## src/rtl/isotp_pkg.sv

```systemverilog
// Shared types, codes and tables for the ISO-8601 timestamp parser.
`timescale 1ns / 1ps

package isotp_pkg;

  localparam int QUEUE_DEPTH_DEF = 2;

  typedef enum logic [1:0] {
    ST_OK       = 2'd0,
    ST_FORMAT   = 2'd1,
    ST_RANGE    = 2'd2,
    ST_OVERFLOW = 2'd3
  } status_t;

  typedef enum logic [1:0] {
    TP_START = 2'd0,
    TP_DOT   = 2'd1,
    TP_FRAC  = 2'd2,
    TP_ZONE  = 2'd3
  } tail_phase_t;

  typedef enum logic [2:0] {
    BK_IDLE,
    BK_ERA,
    BK_YOE,
    BK_DAYS,
    BK_SECS,
    BK_CHK,
    BK_MHI,
    BK_LOAD
  } back_state_t;

  // One parsed string, handed from the front to the back.
  typedef struct packed {
    status_t      status;
    logic [13:0]  year;
    logic [3:0]   month;
    logic [4:0]   day;
    logic [4:0]   hour;
    logic [5:0]   minute;
    logic [5:0]   second;
    logic [29:0]  frac;
  } rec_t;

  function automatic logic [26:0] frac_scale(input logic [3:0] idx);
    logic [26:0] s;
    case (idx)
      4'd0: s = 27'd100000000;
      4'd1: s = 27'd10000000;
      4'd2: s = 27'd1000000;
      4'd3: s = 27'd100000;
      4'd4: s = 27'd10000;
      4'd5: s = 27'd1000;
      4'd6: s = 27'd100;
      4'd7: s = 27'd10;
      4'd8: s = 27'd1;
      default: s = 27'd0;
    endcase
    return s;
  endfunction

endpackage

```

## src/rtl/iso8601_timestamp_parser_core.sv

```systemverilog
// Top level of the ISO-8601 UTC timestamp to Unix nanoseconds parser.
`timescale 1ns / 1ps

// Input channel: one text character per beat (ch, last) on in_valid/in_ready;
// last marks the final character of a timestamp string.
// Output channel: one beat per string (status, unix_nanos) on
// out_valid/out_ready; unix_nanos is zero unless status is ok.
// Throughput: one character per cycle on average while strings are at least
// two characters long and out_ready stays high. An ok string runs through
// the arithmetic steps of the back end and an error string skips them, overlapped
// with the next string's characters through a QUEUE_DEPTH-entry record queue.
// With the back end idle, an ok result passes, once the last character is taken,
// through the pop, six arithmetic steps and the output register; an error
// result goes from the pop straight to the output register.
// in_ready drops only when the record queue is full; the back end holds its
// result in the output register while out_ready is low and then stops
// popping, so a stalled receiver backs up into the queue and then the input.
// Reset clears the parser state, the queue and the output valid; the block
// is ready in the first cycle after reset.
module iso8601_timestamp_parser_core import isotp_pkg::*; #(
  parameter int QUEUE_DEPTH = QUEUE_DEPTH_DEF
) (
  input  logic               clk,
  input  logic               rst,
  input  logic               in_valid,
  output logic               in_ready,
  input  logic [7:0]         ch,
  input  logic               last,
  output logic               out_valid,
  input  logic               out_ready,
  output logic [1:0]         status,
  output logic signed [63:0] unix_nanos
);

  logic push, q_full, pop, q_empty;
  rec_t push_rec, q_rec;

  isotp_front u_front (
    .clk      (clk),
    .rst      (rst),
    .in_valid (in_valid),
    .in_ready (in_ready),
    .ch       (ch),
    .last     (last),
    .push     (push),
    .push_rec (push_rec),
    .q_full   (q_full)
  );

  isotp_queue #(.DEPTH(QUEUE_DEPTH)) u_queue (
    .clk   (clk),
    .rst   (rst),
    .push  (push),
    .wdata (push_rec),
    .full  (q_full),
    .pop   (pop),
    .rdata (q_rec),
    .empty (q_empty)
  );

  isotp_back u_back (
    .clk        (clk),
    .rst        (rst),
    .q_empty    (q_empty),
    .rec        (q_rec),
    .pop        (pop),
    .out_valid  (out_valid),
    .out_ready  (out_ready),
    .status     (status),
    .unix_nanos (unix_nanos)
  );

endmodule

```

## src/rtl/isotp_front.sv

```systemverilog
// Front end: fixed-field/tail parsing, one beat per cycle unless q_full.
`timescale 1ns / 1ps

module isotp_front import isotp_pkg::*; (
  input  logic       clk,
  input  logic       rst,
  input  logic       in_valid,
  output logic       in_ready,
  input  logic [7:0] ch,
  input  logic       last,
  output logic       push,
  output rec_t       push_rec,
  input  logic       q_full
);

  logic [4:0]  position, position_next;
  logic [13:0] year_acc, year_acc_next;
  logic [6:0]  month_acc, month_acc_next;
  logic [6:0]  day_acc, day_acc_next;
  logic [6:0]  hour_acc, hour_acc_next;
  logic [6:0]  minute_acc, minute_acc_next;
  logic [6:0]  second_acc, second_acc_next;
  logic [29:0] fraction_acc, fraction_acc_next;
  logic [3:0]  fraction_count, fraction_count_next;
  tail_phase_t tail_phase, tail_phase_next;
  logic        format_bad, format_bad_next;
  logic        tail_bad, tail_bad_next;

  logic        accept;
  logic        dig;
  logic        zone;
  logic [3:0]  dv;
  logic [30:0] frac_prod;
  status_t     st;

  assign in_ready = !q_full;
  assign accept   = in_valid && in_ready;
  assign dig      = (ch >= 8'd48) && (ch <= 8'd57);
  assign zone     = (ch == 8'd90) || (ch == 8'd122);
  assign dv       = ch[3:0];
  assign frac_prod = {27'b0, dv} * {4'b0, frac_scale(fraction_count)};

  always_comb begin
    position_next       = position;
    year_acc_next       = year_acc;
    month_acc_next      = month_acc;
    day_acc_next        = day_acc;
    hour_acc_next       = hour_acc;
    minute_acc_next     = minute_acc;
    second_acc_next     = second_acc;
    fraction_acc_next   = fraction_acc;
    fraction_count_next = fraction_count;
    tail_phase_next     = tail_phase;
    format_bad_next     = format_bad;
    tail_bad_next       = tail_bad;
    if (position < 5'd19) begin
      position_next = position + 5'd1;
      case (position)
        5'd0, 5'd1, 5'd2, 5'd3: begin
          if (dig) year_acc_next = 14'(year_acc * 14'd10) + 14'(dv);
          else format_bad_next = 1'b1;
        end
        5'd5, 5'd6: begin
          if (dig) month_acc_next = 7'(month_acc * 7'd10) + 7'(dv);
          else format_bad_next = 1'b1;
        end
        5'd8, 5'd9: begin
          if (dig) day_acc_next = 7'(day_acc * 7'd10) + 7'(dv);
          else format_bad_next = 1'b1;
        end
        5'd11, 5'd12: begin
          if (dig) hour_acc_next = 7'(hour_acc * 7'd10) + 7'(dv);
          else format_bad_next = 1'b1;
        end
        5'd14, 5'd15: begin
          if (dig) minute_acc_next = 7'(minute_acc * 7'd10) + 7'(dv);
          else format_bad_next = 1'b1;
        end
        5'd17, 5'd18: begin
          if (dig) second_acc_next = 7'(second_acc * 7'd10) + 7'(dv);
          else format_bad_next = 1'b1;
        end
        5'd4, 5'd7: begin
          if (ch != 8'd45) format_bad_next = 1'b1;
        end
        5'd10: begin
          if (ch != 8'd84 && ch != 8'd116 && ch != 8'd32) format_bad_next = 1'b1;
        end
        default: begin
          if (ch != 8'd58) format_bad_next = 1'b1;
        end
      endcase
    end else if (!tail_bad) begin
      case (tail_phase)
        TP_START: begin
          if (ch == 8'd46) tail_phase_next = TP_DOT;
          else if (zone) tail_phase_next = TP_ZONE;
          else tail_bad_next = 1'b1;
        end
        TP_DOT, TP_FRAC: begin
          if (dig) begin
            if (fraction_count < 4'd9) begin
              fraction_acc_next   = fraction_acc + frac_prod[29:0];
              fraction_count_next = fraction_count + 4'd1;
            end
            tail_phase_next = TP_FRAC;
          end else if (zone && tail_phase == TP_FRAC) begin
            tail_phase_next = TP_ZONE;
          end else begin
            tail_bad_next = 1'b1;
          end
        end
        default: tail_bad_next = 1'b1;
      endcase
    end
  end

  always_comb begin
    if (position_next < 5'd19 || format_bad_next) begin
      st = ST_FORMAT;
    end else if (month_acc_next < 7'd1 || month_acc_next > 7'd12 ||
                 day_acc_next < 7'd1 || day_acc_next > 7'd31 ||
                 hour_acc_next > 7'd23 || minute_acc_next > 7'd59 ||
                 second_acc_next > 7'd60) begin
      st = ST_RANGE;
    end else if (tail_bad_next || tail_phase_next == TP_DOT) begin
      st = ST_FORMAT;
    end else begin
      st = ST_OK;
    end
  end

  assign push = accept && last;

  always_comb begin
    push_rec.status = st;
    push_rec.year   = year_acc_next;
    push_rec.month  = month_acc_next[3:0];
    push_rec.day    = day_acc_next[4:0];
    push_rec.hour   = hour_acc_next[4:0];
    push_rec.minute = minute_acc_next[5:0];
    push_rec.second = second_acc_next[5:0];
    push_rec.frac   = fraction_acc_next;
  end

  always_ff @(posedge clk) begin
    if (rst || push) begin
      position       <= '0;
      year_acc       <= '0;
      month_acc      <= '0;
      day_acc        <= '0;
      hour_acc       <= '0;
      minute_acc     <= '0;
      second_acc     <= '0;
      fraction_acc   <= '0;
      fraction_count <= '0;
      tail_phase     <= TP_START;
      format_bad     <= 1'b0;
      tail_bad       <= 1'b0;
    end else if (accept) begin
      position       <= position_next;
      year_acc       <= year_acc_next;
      month_acc      <= month_acc_next;
      day_acc        <= day_acc_next;
      hour_acc       <= hour_acc_next;
      minute_acc     <= minute_acc_next;
      second_acc     <= second_acc_next;
      fraction_acc   <= fraction_acc_next;
      fraction_count <= fraction_count_next;
      tail_phase     <= tail_phase_next;
      format_bad     <= format_bad_next;
      tail_bad       <= tail_bad_next;
    end
  end

endmodule

```

## src/rtl/isotp_queue.sv

```systemverilog
// Short record queue between the parser front and the date back end.
`timescale 1ns / 1ps

module isotp_queue import isotp_pkg::*; #(
  parameter int DEPTH = QUEUE_DEPTH_DEF
) (
  input  logic clk,
  input  logic rst,
  input  logic push,
  input  rec_t wdata,
  output logic full,
  input  logic pop,
  output rec_t rdata,
  output logic empty
);

  localparam int PW = (DEPTH > 1) ? $clog2(DEPTH) : 1;
  localparam int CW = $clog2(DEPTH + 1);

  rec_t          mem [DEPTH];
  logic [PW-1:0] wptr, rptr;
  logic [CW-1:0] count;

  assign full  = (count == CW'(DEPTH));
  assign empty = (count == '0);
  assign rdata = mem[rptr];

  always_ff @(posedge clk) begin
    if (push) mem[wptr] <= wdata;
  end

  always_ff @(posedge clk) begin
    if (rst) begin
      wptr  <= '0;
      rptr  <= '0;
      count <= '0;
    end else begin
      if (push) wptr <= (wptr == PW'(DEPTH - 1)) ? '0 : wptr + PW'(1);
      if (pop)  rptr <= (rptr == PW'(DEPTH - 1)) ? '0 : rptr + PW'(1);
      if (push && !pop) count <= count + CW'(1);
      else if (pop && !push) count <= count - CW'(1);
    end
  end

endmodule

```

## src/rtl/isotp_back.sv

```systemverilog
// Back end: civil day count, seconds, overflow check and nanosecond scaling.
`timescale 1ns / 1ps

module isotp_back import isotp_pkg::*; (
  input  logic               clk,
  input  logic               rst,
  input  logic               q_empty,
  input  rec_t               rec,
  output logic               pop,
  output logic               out_valid,
  input  logic               out_ready,
  output logic [1:0]         status,
  output logic signed [63:0] unix_nanos
);

  back_state_t state, state_next;

  status_t            st;
  logic [13:0]        year;
  logic [3:0]         month;
  logic [4:0]         day;
  logic [4:0]         hour;
  logic [5:0]         minute;
  logic [5:0]         second;
  logic [29:0]        frac;
  logic [13:0]        yv;
  logic               yneg;
  logic signed [5:0]  era;
  logic [8:0]         doy;
  logic [8:0]         yoe;
  logic signed [23:0] days;
  logic signed [39:0] secs;
  logic [46:0]        plo;
  logic signed [47:0] phi;
  logic [47:0]        plf;

  logic               load;
  logic               ovf;
  logic signed [14:0] y_c;
  logic [26:0]        era_prod;
  logic [3:0]         mp;
  logic [13:0]        e400;
  logic [1:0]         q100;
  logic [17:0]        doe;
  logic signed [31:0] days32;
  logic signed [39:0] secs_c;
  logic [63:0]        sum;

  function automatic logic [8:0] mstart(input logic [3:0] m);
    logic [8:0] r;
    case (m)
      4'd0:  r = 9'd0;
      4'd1:  r = 9'd31;
      4'd2:  r = 9'd61;
      4'd3:  r = 9'd92;
      4'd4:  r = 9'd122;
      4'd5:  r = 9'd153;
      4'd6:  r = 9'd184;
      4'd7:  r = 9'd214;
      4'd8:  r = 9'd245;
      4'd9:  r = 9'd275;
      4'd10: r = 9'd306;
      4'd11: r = 9'd337;
      default: r = 9'd0;
    endcase
    return r;
  endfunction

  // march-based year; floor(y/400) by reciprocal, exact for y < 16384
  assign y_c      = $signed({1'b0, year}) - ((month <= 4'd2) ? 15'sd1 : 15'sd0);
  assign era_prod = y_c[13:0] * 13'd5243;
  assign mp       = (month > 4'd2) ? month - 4'd3 : month + 4'd9;
  assign e400     = {9'b0, era[4:0]} * 14'd400;
  assign q100     = (yoe >= 9'd300) ? 2'd3 : (yoe >= 9'd200) ? 2'd2 :
                    (yoe >= 9'd100) ? 2'd1 : 2'd0;
  assign doe      = 18'(yoe) * 18'd365 + 18'(yoe[8:2]) - 18'(q100) + 18'(doy);
  assign days32   = 32'(era) * 32'sd146097 + $signed({14'b0, doe}) - 32'sd719468;
  assign secs_c   = 40'(days) * 40'sd86400 + $signed(40'(hour) * 40'd3600) +
                    $signed(40'(minute) * 40'd60) + $signed(40'(second));
  assign ovf      = (secs > 40'sd9223372036) ||
                    (secs == 40'sd9223372036 && frac > 30'd854775807) ||
                    (secs < -40'sd9223372037) ||
                    (secs == -40'sd9223372037 && frac < 30'd145224192);
  assign sum      = (64'(phi) << 17) + 64'(plf);
  assign load     = (state == BK_LOAD) && (!out_valid || out_ready);

  always_ff @(posedge clk) begin
    if (rst) state <= BK_IDLE;
    else state <= state_next;
  end

  always_comb begin
    state_next = state;
    pop        = 1'b0;
    case (state)
      BK_IDLE: begin
        if (!q_empty) begin
          pop        = 1'b1;
          state_next = (rec.status == ST_OK) ? BK_ERA : BK_LOAD;
        end
      end
      BK_ERA:  state_next = BK_YOE;
      BK_YOE:  state_next = BK_DAYS;
      BK_DAYS: state_next = BK_SECS;
      BK_SECS: state_next = BK_CHK;
      BK_CHK:  state_next = ovf ? BK_LOAD : BK_MHI;
      BK_MHI:  state_next = BK_LOAD;
      BK_LOAD: begin
        if (load) state_next = BK_IDLE;
      end
      default: state_next = BK_IDLE;
    endcase
  end

  always_ff @(posedge clk) begin
    case (state)
      BK_IDLE: begin
        if (pop) begin
          st     <= rec.status;
          year   <= rec.year;
          month  <= rec.month;
          day    <= rec.day;
          hour   <= rec.hour;
          minute <= rec.minute;
          second <= rec.second;
          frac   <= rec.frac;
        end
      end
      BK_ERA: begin
        yv   <= y_c[13:0];
        yneg <= y_c[14];
        era  <= y_c[14] ? -6'sd1 : $signed(era_prod[26:21]);
        doy  <= mstart(mp) + 9'(day) - 9'd1;
      end
      BK_YOE:  yoe  <= yneg ? 9'd399 : 9'(yv - e400);
      BK_DAYS: days <= days32[23:0];
      BK_SECS: secs <= secs_c;
      BK_CHK: begin
        plo <= secs[16:0] * 30'd1000000000;
        if (ovf) st <= ST_OVERFLOW;
      end
      BK_MHI: begin
        phi <= 48'($signed(secs[34:17])) * 48'sd1000000000;
        plf <= {1'b0, plo} + 48'(frac);
      end
      default: ;
    endcase
  end

  always_ff @(posedge clk) begin
    if (rst) begin
      out_valid <= 1'b0;
    end else if (load) begin
      out_valid <= 1'b1;
    end else if (out_ready) begin
      out_valid <= 1'b0;
    end
  end

  always_ff @(posedge clk) begin
    if (load) begin
      status     <= st;
      unix_nanos <= (st == ST_OK) ? $signed(sum) : 64'sd0;
    end
  end

`ifndef SYNTHESIS
  a_err_zero: assert property (@(posedge clk) disable iff (rst)
    out_valid && status != ST_OK |-> unix_nanos == 64'sd0)
    else $error("nonzero nanos with error status");
  a_pop_nonempty: assert property (@(posedge clk) disable iff (rst)
    pop |-> !q_empty && state == BK_IDLE)
    else $error("pop from empty queue");
  a_pop_leaves_idle: assert property (@(posedge clk) disable iff (rst)
    pop |=> state == BK_ERA || state == BK_LOAD)
    else $error("back end did not start after pop");
  a_load_sets_valid: assert property (@(posedge clk) disable iff (rst)
    load |=> out_valid && state == BK_IDLE)
    else $error("load did not present a result");
`endif

endmodule

```

## config.mk

```make
export PLATFORM = sky130hd
export DESIGN_NAME = iso8601_timestamp_parser_core
export DESIGN_NICKNAME = d
export VERILOG_FILES = /design/src/rtl/isotp_pkg.sv /design/src/rtl/iso8601_timestamp_parser_core.sv /design/src/rtl/isotp_front.sv /design/src/rtl/isotp_queue.sv /design/src/rtl/isotp_back.sv
export SDC_FILE = /design/constraint.sdc
export NUM_CORES = 2
export LEC_CHECK = 0
export ABC_AREA = 1
export ABC_CLOCK_PERIOD_IN_PS = 12600
export BUFFER_PORTS_ARGS = -buffer_cell sky130_fd_sc_hd__buf_2
export CAP_MARGIN = 20
export CORE_MARGIN = 5
export CORE_UTILIZATION = 45
export CTS_BUF_LIST = sky130_fd_sc_hd__clkbuf_4
export DETAILED_ROUTE_END_ITERATION = 8
export GPL_ROUTABILITY_DRIVEN = 0
export HOLD_SLACK_MARGIN = 0.08
export RECOVER_POWER = 100
export SYNTH_ARGS = -nofsm -noshare
export SYNTH_HDL_FRONTEND = slang
export SYNTH_HIERARCHICAL = 1
export SYNTH_SLANG_ARGS = --single-unit
```

## constraint.sdc

```tcl
create_clock -name clk -period 12.6 [get_ports clk]
set_input_delay 2.52 -clock clk [delete_from_list [all_inputs] [get_ports clk]]
set_output_delay 2.52 -clock clk [all_outputs]
set_load 0.01 [all_outputs]
```

# After elaboration in Yosys (flattened, before gate mapping)
# Memory sizes are Yosys's and may differ from the RTL's. A register that Yosys moved wholly into a read port is not among the register bits.
# Index checks and enable logic that the tools add are counted.
[word_totals]
latch_bits = 0
mem_count = 3
in_bits = 13
output_inout_bits = 68
ram_bits = 144
regBits = 460
mem_bits_ro = 544
word_cells = 275
[op_classes]
eq_ne = 41
order_cmp = 21
add_sub_neg = 29
multipliers = 16
div_mod_pow = 0
n_reduce_logical = 51
mux = 75
bitwise = 2
shift = 0
[memory_table]
columns = ["memory", "words", "width", "rd", "rd_ports_with_merged_regs", "wr", "line_no", "text"]
rows = [
  ["(name not given)", 16, 25, 1, 1, 0, "isotp_pkg.sv:47", "case (idx)"],
  ["(name not given)", 16, 9, 1, 0, 0, "isotp_back.sv:51", "case (m)"],
  ["u_queue.mem", 2, 72, 1, 1, 1, "isotp_queue.sv:20", "rec_t mem [DEPTH];"],
]
[ops]
columns = ["op", "n"]
rows = [
  ["30-bit 2-to-1 mux", 5],
  ["7-bit 2-to-1 mux", 15],
  ["40-bit by 35-bit == test with 1-bit output (second input constant)", 2],
  ["64-bit by 48-bit adder with 64-bit output", 1],
  ["47-bit by 30-bit adder with 48-bit output", 1],
  ["14-bit 2-to-1 mux", 3],
  ["40-bit by 13-bit adder with 40-bit output", 1],
  ["40-bit by 18-bit adder with 40-bit output", 1],
  ["40-bit by 7-bit adder with 40-bit output", 1],
  ["40-bit by 35-bit > comparator with 1-bit output (second input constant)", 1],
  ["40-bit by 35-bit less-than comparator with 1-bit output (second input constant)", 1],
  ["17-bit by 21-bit multiplier with 38-bit output (second input constant)", 1],
  ["18-bit by 22-bit multiplier with 38-bit output (second input constant)", 1],
  ["7-bit by 4-bit adder with 7-bit output", 5],
  ["5-bit by 4-bit == test with 1-bit output (second input constant)", 7],
  ["7-bit by 3-bit multiplier with 6-bit output (second input constant)", 5],
  ["24-bit by 11-bit multiplier with 33-bit output (second input constant)", 1],
  ["30-bit adder", 1],
  ["30-bit > comparator (second input constant)", 1],
  ["30-bit by 28-bit less-than comparator with 1-bit output (second input constant)", 1],
  ["4-bit by 27-bit multiplier with 30-bit output", 1],
  ["2-bit 2-to-1 mux", 14],
  ["14-bit by 13-bit multiplier with 27-bit output (second input constant)", 1],
  ["1-bit 2-to-1 mux", 25],
  ["other kinds (73)", 139],
]

# Logic depth before layout (Yosys ltp)
[logic_depth]
ltp_word = 14
depth_mapped = 40

# By module
# The synthesis kept the hierarchy.
[modules_own_cells]
columns = ["module", "n_inst", "area_per_inst_um2", "cells_per_inst", "seq_area_each_um2"]
rows = [
  ["isotp_back", 1, 46875.0, 5030, 10890.4],
  ["isotp_front", 1, 13080.0, 2018, 2242.2],
  ["isotp_queue", 1, 5775.5, 257, 4424.2],
]

# Worst setup path after synthesis
# OpenSTA, ideal clock, no wires.
[synth_timing]
path_kind = "input to register"
startpoint = "input out_ready"
endpoint = "register u_back.state[2]"
cell_stages = 4
setup_time_ps = 127
arrival_time_ps = 7633
path_buffers = 0
required_ps = 12473
setup_slack_ps = 4840
path_cell_list = "nor2_1 -> nor3_1 -> o21bai_1 -> a21oi_1"
[synth_via]
elab_chain_len = 4
[synth_rtl]
columns = ["item", "line_no", "text"]
rows = [
  ["from (decl)", "iso8601_timestamp_parser_core.sv:30", "input logic out_ready,"],
  ["1-bit logical OR", "isotp_back.sv:85", "assign load = (state == BK_LOAD) && (!out_valid || out_ready);"],
  ["1-bit logical AND", "isotp_back.sv:85", ""],
  ["via u_back.load", "isotp_back.sv:37", "logic load;"],
  ["2-bit by 1-bit inequality test with 1-bit output (no source line)", "n/a", ""],
  ["2-bit AND reduction (no source line)", "n/a", ""],
  ["to (signal assigned)", "isotp_back.sv:89", "else state <= state_next;"],
  ["to (decl)", "isotp_back.sv:16", "back_state_t state, state_next;"],
]
# The timed path passes the listed nets, and every way through them passes these cells.
# A chain may end at the register's enable or synchronous reset.

# Worst setup path in the final report
[layout_timing]
startpoint = "register u_back.yoe[4]"
endpoint = "register u_back.days[21], data pin"
[layout_via]
elab_chain_len = 8
[layout_rtl]
columns = ["item", "line_no", "text"]
rows = [
  ["from (decl)", "isotp_back.sv:30", "logic [8:0] yoe;"],
  ["from (signal assigned)", "isotp_back.sv:135", "BK_YOE: yoe <= yneg ? 9'd399 : 9'(yv - e400);"],
  ["branches (longest 4 deep; another with 9-bit by 9-bit multiplier with 18-bit output)", "n/a", ""],
  ["18-bit by 2-bit subtractor with 18-bit output *", "isotp_back.sv:76", "assign doe = 18'(yoe) * 18'd365 + 18'(yoe[8:2]) - 18'(q100) + 18'(doy);"],
  ["18-bit by 9-bit adder with 18-bit output *", "isotp_back.sv:76", ""],
  ["24-bit by 19-bit adder with 24-bit output *", "isotp_back.sv:77", "assign days32 = 32'(era) * 32'sd146097 + $signed({14'b0, doe}) - 32'sd719468;"],
  ["24-bit by 21-bit subtractor with 24-bit output *", "isotp_back.sv:77", ""],
  ["via u_back.days32[21]", "isotp_back.sv:45", "logic signed [31:0] days32;"],
  ["to (signal assigned)", "isotp_back.sv:136", "BK_DAYS: days <= days32[23:0];"],
  ["to (decl)", "isotp_back.sv:31", "logic signed [23:0] days;"],
]
# Mark *: on every way through the listed nets, which the timed path passes.

==> results.toml <==
[synthesis]
synth_edf_count = 504
async_flop_share = 0
syn_inst = 7305
synth_nets = 8852
yosysSeqAreaShare = 0.267
ys_warn_count = 6
synth_cell_type_count = 71
synth_seq_cells = 625
synthesis.area_um2 = 65700
avgSynthCellArea_um2 = 9.00
synth_ff_type = "edfxtp_1"

[critical_path]
worst-path-buf-inv = 7
crit_top_cell = "inv_1"
path_depth = 35
crit_path_start_kind = "flip-flop"
critPathTopFamily = "adder cells"
crit_start = "u_back/yoe[4]"
slowest_stage = "edfxtp_1"
ff2ff_path_depth = 35
worstPathMaxFanout = 8
end_kind = "flip-flop"
r2r_start = "u_back/yoe[4]"
crit_arrival_ns = 8.90
required_ns = 13.39
path_class = "flip-flop to flip-flop"
max_stage_delay_ns = 0.63

[clock_network]
cts_tree = "done"
ctsLongestPathBuffers = 3
htreeDepth = 4
cts_setup_buffers = 0
worstSkewPairLatency_ns = 1.10
holdBufCountCts = 0
cts_buffers = 175
cts_root_buffer = "clkbuf_4"
cts_resized = 0
numClockSinks = 625
cts.clk_slew.worst_paths_ns = 0.07

[floorplan]
die_w_um = 392
start_util = 0.452
fp.coreArea_um2 = 145000
die-area_um2 = 154000
rows = 140
boundaryPins = 81
die_h_um = 392

[status]
status = "finished with violations"
violations = "capacitance limit, slew limit"

[sta]
fin_crit_sh = 0.644
fin_skew_ns = 0.0891
hold_violations = 0
rsz0062_at_grt = "no"
tightestPinTransition_ns = 4.23
drv_slew = 676
finalWorstPathRequiredPeriod_ns = 8.11
fmax_mhz = 123
setup_viol_count_final = 0
relSlewSlack = -1.82
tns_ns = 0

[final_layout]
multi_input_area_um2 = 40600
drive_above_1_share = 0.0533
area_growth_pct = 6.29
layout_common_cells = "inv_1, nand2_1, ha_1"
fin_nets = 9045
final_common_cell = "inv_1"
seqCellArea_um2 = 17600
fillers = 14000

[drt]
first_iter_violations = 2659
drt_first_pass_iters = 5
viasPerCell = 5.01
wirelength_um = 156000
antenna_left = 0
vias = 47900
wl_per_cell_um = 16.3
drc_errors = 0

[global_route]
track_usage = 0.206
antenna_found_initial = 8
grt_pass1_vias = 48500
grt_max_degree = 93
grt_overflow = 0
grt_pass1_wl_um = 254000

[placed_design]
io_buffers = 80
hpwl_um = 130000

[hold_path]
hold_path.class = "flip-flop to flip-flop"
holdCritStartpoint = "u_back/frac[2]"
whs_path_depth = 0

[flow_run]
max_cap_viol_count = 13
## metrics by stage
step | util | cell area [um2] | hold slack, ns | setup slack (ns) | cells
2_1_floorplan | - | 65700 | 0.400 | 4.84 | 7305
3_3_place_gp | 0.469 | 68200 | 0.404 | 4.58 | 9238
3_5_place_dp | 0.469 | 68200 | 0.413 | 4.59 | 9238
4_1_cts | 0.485 | 70500 | 0.450 | 4.49 | 9558
5_1_grt | 0.481 | 69900 | 0.455 | 3.79 | 9567
6_report | 0.481 | 69900 | 0.447 | 4.49 | 9568
## final timing paths
kind / to / slack, ns
worst max-delay path: u_back/days[21] / 4.49
worst min-delay path: u_back/plf[2] / 0.45
worst max register to register: u_back/days[21] / 4.49
worst min register to register: u_back/plf[2] / 0.45
## cell families after synthesis
family / Yosys count / share of synthesized area
buf+inv: 1838 / 0.109
flops: 625 / 0.267
xor+xnor: 264 / 0.0352
fa+ha+maj: 1534 / 0.362
compound gates: 849 / 0.0710
mux: 73 / 0.0165
simple gates: 2122 / 0.140
## synth_stat cells, types with 19 or more instances
cell      count  area, um2
nand4_1      83        519
o21ai_1      20        100
fa_1        610      12200
dfxtp_1     121       2420
or2_2        19        119
nand3_1     254       1270
inv_1      1728       6490
mux2_4       70       1050
o21ai_0     274       1370
buf_4        27        203
nand2_2      30        188
nor3_1       60        300
nor2_1      425       1600
clkbuf_1     35        131
a21oi_1     407       2040
ha_1        924      11600
o21bai_1     21        158
xor2_1      165       1450
nand2_1    1142       4290
nor4_1       27        169
edfxtp_1    504      15100
xnor2_1      99        867
a21o_1       20        150
## cell type report
class                   instances  share of cell area
flip-flops and latches        625               0.251
diodes                         10            0.000358
well taps                    1917              0.0343
clock inverters                71             0.00638
multi-input cells            4842               0.581
repair buffers                105             0.00623
inverters                    1749              0.0940
clock buffers                 249              0.0268
## per-layer routing
metal  GRT usage  part of all wire  vias up  routed length, um
met5           0          0.000083        -                 13
met4      0.0545             0.023        2               3620
met3      0.0291             0.049      234               7660
met2       0.351              0.47     1075              74200
met1       0.278              0.45    22800              70900
li1            -                 -    23800                  -
## worst register-to-register path: cells and delay by family (launching register included)
| family | cells | cell delay (ns) |
|---|---|---|
| xor gates and xnor gates | 2 | 0.25 |
| buffers and inverters | 7 | 0.52 |
| and+or+nand+nor | 8 | 0.95 |
| adders and majority gates | 10 | 3.52 |
| AOI/OAI and AO/OA | 8 | 1.94 |
| DFF | 1 | 0.63 |
## registers in the layout, indices dropped and copies added, names as in the netlist, 9 cells and up, named ones only
name and cells:
u_back/secs 40, u_front/year_acc 14, u_back/plo 38, u_back/frac 30
u_back/yoe 9, u_queue/mem 144, u_back/unix_nanos 64, u_back/doy 9
u_back/year 14, u_back/yv 9, u_back/phi 38, u_front/fraction_acc 30
u_back/plf 48, u_back/days 24
Power is left out: the tool's default activity adds up to more than one toggle a clock period on the data nets, which glitch-free logic cannot reach.
